### src/design/pli_pkg.sv
// ----------------------------------------------------------------------------
// pli_pkg
// Shared types and constants of the positional list insert block.
// ----------------------------------------------------------------------------
package pli_pkg;

  localparam int unsigned POS_W     = 7;
  localparam int unsigned PAYLOAD_W = 32;
  localparam int unsigned STATUS_W  = 2;
  // stream words, padded to whole bytes
  localparam int unsigned S_TDATA_W = 40;
  localparam int unsigned M_TDATA_W = 40;

  typedef enum logic {
    FUNC_INSERT = 1'b0,
    FUNC_DRAIN  = 1'b1
  } func_e;

  typedef enum logic [STATUS_W-1:0] {
    STATUS_OK      = 2'd0,
    STATUS_BAD_POS = 2'd1,
    STATUS_FULL    = 2'd2
  } status_e;

  typedef enum logic [2:0] {
    ST_IDLE,
    ST_WALK,
    ST_SPLICE,
    ST_LINK,
    ST_RESP,
    ST_DRAIN_STEP,
    ST_DRAIN_OUT
  } state_e;

endpackage

### src/design/pli_ram.sv
// ----------------------------------------------------------------------------
// pli_ram
// Single write port, single read port memory with registered read data.
// ----------------------------------------------------------------------------
module pli_ram #(
  parameter int unsigned DEPTH = 64,
  parameter int unsigned WIDTH = 32
) (
  input  logic                     clk_i,
  input  logic                     wr_en_i,
  input  logic [$clog2(DEPTH)-1:0] wr_addr_i,
  input  logic [WIDTH-1:0]         wr_data_i,
  input  logic                     rd_en_i,
  input  logic [$clog2(DEPTH)-1:0] rd_addr_i,
  output logic [WIDTH-1:0]         rd_data_o
);

  logic [WIDTH-1:0] mem_q [DEPTH];
  logic [WIDTH-1:0] rd_data_q;

  always_ff @(posedge clk_i) begin
    if (wr_en_i) begin
      mem_q[wr_addr_i] <= wr_data_i;
    end
  end

  always_ff @(posedge clk_i) begin
    if (rd_en_i) begin
      rd_data_q <= mem_q[rd_addr_i];
    end
  end

  assign rd_data_o = rd_data_q;

endmodule

### src/design/positional_list_insert.sv
// ----------------------------------------------------------------------------
// positional_list_insert
// Ordered list of up to CAPACITY entries kept as a linked list in memory;
// inserts an entry at a 1-based position or drains the list in order.
// ----------------------------------------------------------------------------
//
//  channel   dir  tdata (low bit up)              tuser        tlast
//  s_axis    in   position[6:0], payload[38:7]    func         -
//  m_axis    out  status[1:0], item_value[33:2]   item_valid   last
//
//  An insert walks to its slot, splices, links and waits for the status word;
//  the link walk follows one link per cycle through the link memory's read
//  port. A rejected insert or a drain of an empty list goes straight to the
//  status word. A drain reads each entry's link and payload, then sends the word.
//  Reset empties the list at once; no clearing pass is needed.
//  s_axis_tready is high only while idle; a stalled m_axis holds the word.
// ----------------------------------------------------------------------------
module positional_list_insert #(
  parameter int unsigned CAPACITY = 64
) (
  input  logic                           clk_i,
  input  logic                           rst_ni,
  input  logic                           s_axis_tvalid,
  output logic                           s_axis_tready,
  input  logic [pli_pkg::S_TDATA_W-1:0]  s_axis_tdata,  // position, payload
  input  logic                           s_axis_tuser,  // func
  output logic                           m_axis_tvalid,
  input  logic                           m_axis_tready,
  output logic [pli_pkg::M_TDATA_W-1:0]  m_axis_tdata,  // status, item_value
  output logic                           m_axis_tuser,  // item_valid
  output logic                           m_axis_tlast   // last
);

  localparam int unsigned CW = $clog2(CAPACITY + 1);  // node index / count
  localparam int unsigned AW = $clog2(CAPACITY);      // memory address
  localparam int unsigned PW = pli_pkg::POS_W;
  localparam int unsigned DW = pli_pkg::PAYLOAD_W;

  pli_pkg::state_e  state_q, state_d;
  pli_pkg::status_e status_q, status_d;
  logic [CW-1:0]    count_q, count_d;
  logic [CW-1:0]    head_q, head_d;
  logic [CW-1:0]    pred_q, pred_d;
  logic [CW-1:0]    steps_q, steps_d;

  logic [PW-1:0]    in_pos;
  logic [DW-1:0]    in_payload;
  logic             s_hs, m_hs;
  logic [PW:0]      pos_ext, limit_ext;
  logic             full, pos_ok;
  logic [CW-1:0]    lnk, node;

  logic             link_wr_en, link_rd_en, pay_wr_en, pay_rd_en;
  logic [AW-1:0]    link_wr_addr, link_rd_addr;
  logic [CW-1:0]    link_wr_data, link_rd_data;
  logic [DW-1:0]    pay_rd_data;

  assign in_pos     = s_axis_tdata[PW-1:0];
  assign in_payload = s_axis_tdata[PW+DW-1:PW];
  assign s_hs       = s_axis_tvalid && s_axis_tready;
  assign m_hs       = m_axis_tvalid && m_axis_tready;

  assign pos_ext   = {1'b0, in_pos};
  assign limit_ext = (PW+1)'(count_q) + (PW+1)'(1);
  assign full      = (count_q == CW'(CAPACITY));
  assign pos_ok    = (in_pos != '0) && (pos_ext <= limit_ext);

  // the sentinel's link lives in a register, all others in the link memory
  assign lnk  = (pred_q == '0) ? head_q : link_rd_data;
  assign node = count_q + CW'(1);

  assign link_rd_addr = AW'(lnk - CW'(1));

  pli_ram #(.DEPTH(CAPACITY), .WIDTH(CW)) u_link_ram (
    .clk_i     (clk_i),
    .wr_en_i   (link_wr_en),
    .wr_addr_i (link_wr_addr),
    .wr_data_i (link_wr_data),
    .rd_en_i   (link_rd_en),
    .rd_addr_i (link_rd_addr),
    .rd_data_o (link_rd_data)
  );

  pli_ram #(.DEPTH(CAPACITY), .WIDTH(DW)) u_pay_ram (
    .clk_i     (clk_i),
    .wr_en_i   (pay_wr_en),
    .wr_addr_i (AW'(count_q)),
    .wr_data_i (in_payload),
    .rd_en_i   (pay_rd_en),
    .rd_addr_i (link_rd_addr),
    .rd_data_o (pay_rd_data)
  );

  always_ff @(posedge clk_i or negedge rst_ni) begin
    if (!rst_ni) begin
      state_q <= pli_pkg::ST_IDLE;
      count_q <= '0;
      head_q  <= '0;
    end else begin
      state_q <= state_d;
      count_q <= count_d;
      head_q  <= head_d;
    end
  end

  always_ff @(posedge clk_i) begin
    status_q <= status_d;
    pred_q   <= pred_d;
    steps_q  <= steps_d;
  end

  always_comb begin
    state_d      = state_q;
    status_d     = status_q;
    count_d      = count_q;
    head_d       = head_q;
    pred_d       = pred_q;
    steps_d      = steps_q;
    link_wr_en   = 1'b0;
    link_wr_addr = AW'(count_q);
    link_wr_data = lnk;
    link_rd_en   = 1'b0;
    pay_wr_en    = 1'b0;
    pay_rd_en    = 1'b0;
    case (state_q)
      pli_pkg::ST_IDLE: begin
        pred_d = '0;
        if (s_hs) begin
          if (s_axis_tuser == pli_pkg::FUNC_DRAIN) begin
            steps_d  = count_q;  // entries left to emit
            status_d = pli_pkg::STATUS_OK;
            state_d  = (count_q == '0) ? pli_pkg::ST_RESP : pli_pkg::ST_DRAIN_STEP;
          end else if (full) begin
            status_d = pli_pkg::STATUS_FULL;
            state_d  = pli_pkg::ST_RESP;
          end else if (!pos_ok) begin
            status_d = pli_pkg::STATUS_BAD_POS;
            state_d  = pli_pkg::ST_RESP;
          end else begin
            pay_wr_en = 1'b1;
            steps_d   = CW'(in_pos - PW'(1));
            state_d   = pli_pkg::ST_WALK;
          end
        end
      end
      pli_pkg::ST_WALK: begin
        if (steps_q == '0) begin
          state_d = pli_pkg::ST_SPLICE;
        end else begin
          pred_d     = lnk;
          link_rd_en = 1'b1;
          steps_d    = steps_q - CW'(1);
        end
      end
      pli_pkg::ST_SPLICE: begin
        // new node points at the successor of pred
        link_wr_en   = 1'b1;
        link_wr_addr = AW'(count_q);
        link_wr_data = lnk;
        state_d      = pli_pkg::ST_LINK;
      end
      pli_pkg::ST_LINK: begin
        if (pred_q == '0) begin
          head_d = node;
        end else begin
          link_wr_en   = 1'b1;
          link_wr_addr = AW'(pred_q - CW'(1));
          link_wr_data = node;
        end
        count_d  = node;
        status_d = pli_pkg::STATUS_OK;
        state_d  = pli_pkg::ST_RESP;
      end
      pli_pkg::ST_RESP: begin
        if (m_hs) begin
          state_d = pli_pkg::ST_IDLE;
        end
      end
      pli_pkg::ST_DRAIN_STEP: begin
        pred_d     = lnk;
        link_rd_en = 1'b1;
        pay_rd_en  = 1'b1;
        state_d    = pli_pkg::ST_DRAIN_OUT;
      end
      pli_pkg::ST_DRAIN_OUT: begin
        if (m_hs) begin
          if (steps_q == CW'(1)) begin
            head_d  = '0;
            count_d = '0;
            state_d = pli_pkg::ST_IDLE;
          end else begin
            steps_d = steps_q - CW'(1);
            state_d = pli_pkg::ST_DRAIN_STEP;
          end
        end
      end
      default: begin
        state_d = pli_pkg::ST_IDLE;
      end
    endcase
  end

  logic             out_item;
  logic [DW-1:0]    out_value;
  pli_pkg::status_e out_status;

  assign out_item   = (state_q == pli_pkg::ST_DRAIN_OUT);
  assign out_value  = out_item ? pay_rd_data : '0;
  assign out_status = out_item ? pli_pkg::STATUS_OK : status_q;

  assign s_axis_tready = (state_q == pli_pkg::ST_IDLE);
  assign m_axis_tvalid = (state_q == pli_pkg::ST_RESP) || out_item;
  assign m_axis_tdata  = {(pli_pkg::M_TDATA_W - DW - pli_pkg::STATUS_W)'(0),
                          out_value, out_status};
  assign m_axis_tuser  = out_item;
  assign m_axis_tlast  = out_item ? (steps_q == CW'(1)) : 1'b1;

  // one item in flight: never ready while a word is offered
  assert property (@(posedge clk_i) disable iff (!rst_ni)
    s_axis_tready |-> !m_axis_tvalid)
    else $error("input accepted while a result is pending");

  assert property (@(posedge clk_i) disable iff (!rst_ni)
    count_q <= CW'(CAPACITY))
    else $error("entry count above capacity");

  // the final drained word leaves an empty list
  assert property (@(posedge clk_i) disable iff (!rst_ni)
    (m_hs && out_item && m_axis_tlast) |=> (count_q == '0) && (head_q == '0))
    else $error("list not empty after drain");

  // a successful insert grows the list by one
  assert property (@(posedge clk_i) disable iff (!rst_ni)
    (state_q == pli_pkg::ST_LINK) |=> (count_q == $past(count_q) + CW'(1)))
    else $error("insert did not grow the list");

endmodule

### config.mk
export PLATFORM = sky130hd
export DESIGN_NAME = positional_list_insert
export DESIGN_NICKNAME = d
export VERILOG_FILES = /design/src/design/pli_pkg.sv /design/src/design/pli_ram.sv /design/src/design/positional_list_insert.sv
export SDC_FILE = /design/constraint.sdc
export NUM_CORES = 2
export LEC_CHECK = 0
export BUFFER_PORTS_ARGS = -buffer_cell sky130_fd_sc_hd__buf_4
export CORE_MARGIN = 2
export CORE_UTILIZATION = 40
export CTS_CLUSTER_DIAMETER = 40
export CTS_CLUSTER_SIZE = 14
export DETAILED_ROUTE_END_ITERATION = 6
export PLACE_DENSITY = 0.6
export SKIP_LAST_GASP = 1
export SYNTH_ARGS = -nofsm -noshare
export SYNTH_HDL_FRONTEND = slang
export SYNTH_SLANG_ARGS = --single-unit
### constraint.sdc
create_clock -name clk_i -period 6.5 [get_ports clk_i]
set_input_delay 0.975 -clock clk_i [delete_from_list [all_inputs] [get_ports clk_i]]
set_output_delay 0.975 -clock clk_i [all_outputs]
set_load 0.1 [all_outputs]
==> impl_metrics.json <==
{
  "status": "finished, violations left",
  "failed_checks": "design-rule violations",
  "period_share": 0.863,
  "ys_seq_area_frac": 0.754,
  "clockBufferDepth": 4,
  "gp_congestion": 0.857,
  "yosys_warnings": 0,
  "via_per_inst": 6.09,
  "grt_pass1_wl_um": 441000,
  "fin_setup_tns_ns": 0,
  "arrival_ns": 6.31,
  "rsz0062_at_grt": "false",
  "drive_gt1_frac": 0.194,
  "clock_latency_ns": 1.00,
  "drv_slew": 0,
  "power_density_nw_per_um2": 567,
  "syn_inst": 6200,
  "grt_overflow_total": 0,
  "num_io_pins": 89,
  "io_buffers": 81,
  "remaining_drc_errors": 3,
  "holdCritPathClass": "in2reg",
  "path_buf_inv": 2,
  "dr.first_iter.drc_count": 8213,
  "ant_nets": 0,
  "slew-limit-headroom": 0.209,
  "hold-path-cell-count": 3,
  "cp_top_family": "simple AND/OR/NAND/NOR gates",
  "die_w_um": 509,
  "via_count": 61600,
  "cpPeakStageDelay_ns": 0.76,
  "max_freq_ghz": 0.178,
  "start_kind": "register",
  "critPathCaptureType": "register",
  "ys.flop_type": "edfxtp_1",
  "layoutNonFillerInstCount": 10100,
  "peakVddDrop_uv": 1050,
  "hold_buffers": 1,
  "syn-mean-instance-area_sq_um": 16.5,
  "grt_pass1_vias": 59100,
  "grt_usage": 0.238,
  "cts_root_buf": "clkbuf_16",
  "ys_seq_elements": 2568,
  "die-height_um": 509,
  "rows": 185,
  "reg2reg_to": "u_pay_ram.rd_data_o[19]",
  "timing.rr.start": "pred_q[0]",
  "crit_top_cell": "nand2_1",
  "dr.pass1.iters": 7,
  "cts_buffers": 348,
  "cts_htree_levels": 5,
  "worstPathMaxFanout": 26,
  "grt_max_degree": 128,
  "min_to": "state_q[0]",
  "worst-setup-path-type": "reg2reg",
  "dp_hpwl_um": 179000,
  "drv_cap": 0,
  "finalHoldViolCount": 0,
  "cts_setup_buffers": 0,
  "antenna_found_initial": 20,
  "ys_types": 80,
  "p_leak_nw": 39.2,
  "cp.required_ns": 7.20,
  "cts.repair.resized": 0,
  "finClkSkew_ns": 0.0561,
  "cts_sinks": 2568,
  "cts_tree": "done",
  "fillers": 21200,
  "worstHoldStart": "s_axis_tvalid",
  "holdWs_ns": 0.332,
  "syn_area_sq_um": 102000,
  "worst_pin_slew_ns": 1.18,
  "nNetsFinal": 6534,
  "place_inst": 9489,
  "cpMaxStageDelayCell": "nand2_1",
  "clkSlewWorstSetupHoldPaths_ns": 0.06,
  "core_sq_um": 254000,
  "drt_wl_total_um": 314000,
  "die-area_sq_um": 259000,
  "rrSetupSlack_ns": 0.89,
  "path_cells": "inv_1 -> ha_1 -> nor3b_2 -> buf_4 -> nand2_1 -> a21boi_0 -> ha_4 -> xnor2_1 -> nand3_1 -> nand2_4 -> nand2_1 -> o221ai_1 -> o31ai_1 -> or3_1",
  "setup_viol": 0,
  "synth_enable_flop_cells": 2551,
  "final_util": 0.472,
  "reg2regPathDepth": 14,
  "post_drt_wl_per_cell_um": 31.0,
  "syn2layout_area_growth_pct": 17.5,
  "final.min_clock_period_ns": 5.61,
  "synthArstFlopShare": 0.00662,
  "start_util": 0.402
}
## synth_stat cells, drive strengths merged, types with 67 or more instances
cell type	instances	area, sq um
nor3	87	455
mux2i	191	1910
o21ai	120	616
clkbuf	167	627
mux4	276	6220
a31oi	140	876
buf	232	1340
a21oi	68	340
a22oi	67	503
nand4	73	457
edfxtp	2551	76600
nand3	287	1440
and3	141	882
nor2	290	1100
nand2	875	3290
a211oi	96	721
## area by class of cell
class / count / area, sq um / area share
Clock inverter: 246 / 2790 / 0.0233
Timing Repair Buffer: 318 / 3080 / 0.0257
Antenna cell: 13 / 32.5 / 0.000271
Inverter: 20 / 90.1 / 0.000751
Sequential cell: 2568 / 77000 / 0.642
Multi-Input combinational cell: 3218 / 23800 / 0.198
Clock buffer: 371 / 8920 / 0.0744
Tap cell: 3366 / 4210 / 0.0351
## stage by stage
step                instance area [sq um]  worst slack (ns)  power, mW
floorplan                          102000             0.894       37.5
global placement                   108000              1.14       48.4
detailed placement                 108000              1.03       48.6
CTS                                120000              1.01       67.8
global route                       120000             0.709       70.3
finish                             120000             0.889       68.0
## worst max-delay path by stage
stage | from | endpoint | cells after the start
6_report | pred_q[0] | u_pay_ram.rd_data_o[19] | 14
2_1_floorplan | state_q[0] | u_pay_ram.mem_q[44][0] | 5
4_1_cts | pred_q[0] | u_pay_ram.rd_data_o[11] | 15
3_5_place_dp | pred_q[0] | u_pay_ram.rd_data_o[11] | 15
3_3_place_gp | pred_q[0] | u_pay_ram.rd_data_o[11] | 15
5_1_grt | pred_q[0] | u_pay_ram.rd_data_o[6] | 15
## power by group
part / internal (mW) / switching (mW)
clock: 11.7 / 7.49
sequential: 19.4 / 0.352
combinational: 9.28 / 19.7
## state kept, by name, indices dropped and copies added (netlist names), 3 cells and up
name,count
u_pay_ram.mem_q,2048
u_link_ram.mem_q,448
u_pay_ram.rd_data_o,32
count_q,7
head_q,7
pred_q,7
steps_q,7
u_link_ram.rd_data_o,7
state_q,3
## metal layers
metal  part of all wire  wire length [um]  track usage
met1               0.40            124000        0.329
met2               0.46            144000        0.365
met3               0.11             33200       0.0546
met4              0.040             12400       0.0943
met5            0.00019                61            0
## cell usage in the layout, fill, tap and decap left out, types with 44 or more instances in the layout
cell type     n
a21oi_1      68
buf_12       55
mux4_2      276
inv_6        55
nor2_1      216
nor2_4       73
nand2_1     873
a22oi_1      67
and3_1      141
nand3_1     286
o211ai_1     49
mux2i_1     191
clkbuf_16   354
a31oi_1     140
o2111ai_1    44
o21ai_0     108
edfxtp_1   2551
nand4_1      73
a211oi_1     96
buf_4       262
nor3_1       78
## cell families after synthesis
kind of cell / after synthesis / synth area share
xor+xnor: 20 / 0.00172
fa+ha+maj: 15 / 0.00184
flops: 2568 / 0.754
buf+inv: 419 / 0.0200
compound gates: 860 / 0.0599
other cells: 1 / 0.0000367
mux: 494 / 0.0826
simple gates: 1823 / 0.0795
## tightest hold or removal path: stages
cell and delay (ns):
buf_4 0.13, nand2_1 0.08, o31ai_1 0.08
No activity file was read; power rests on OpenSTA's default activity.
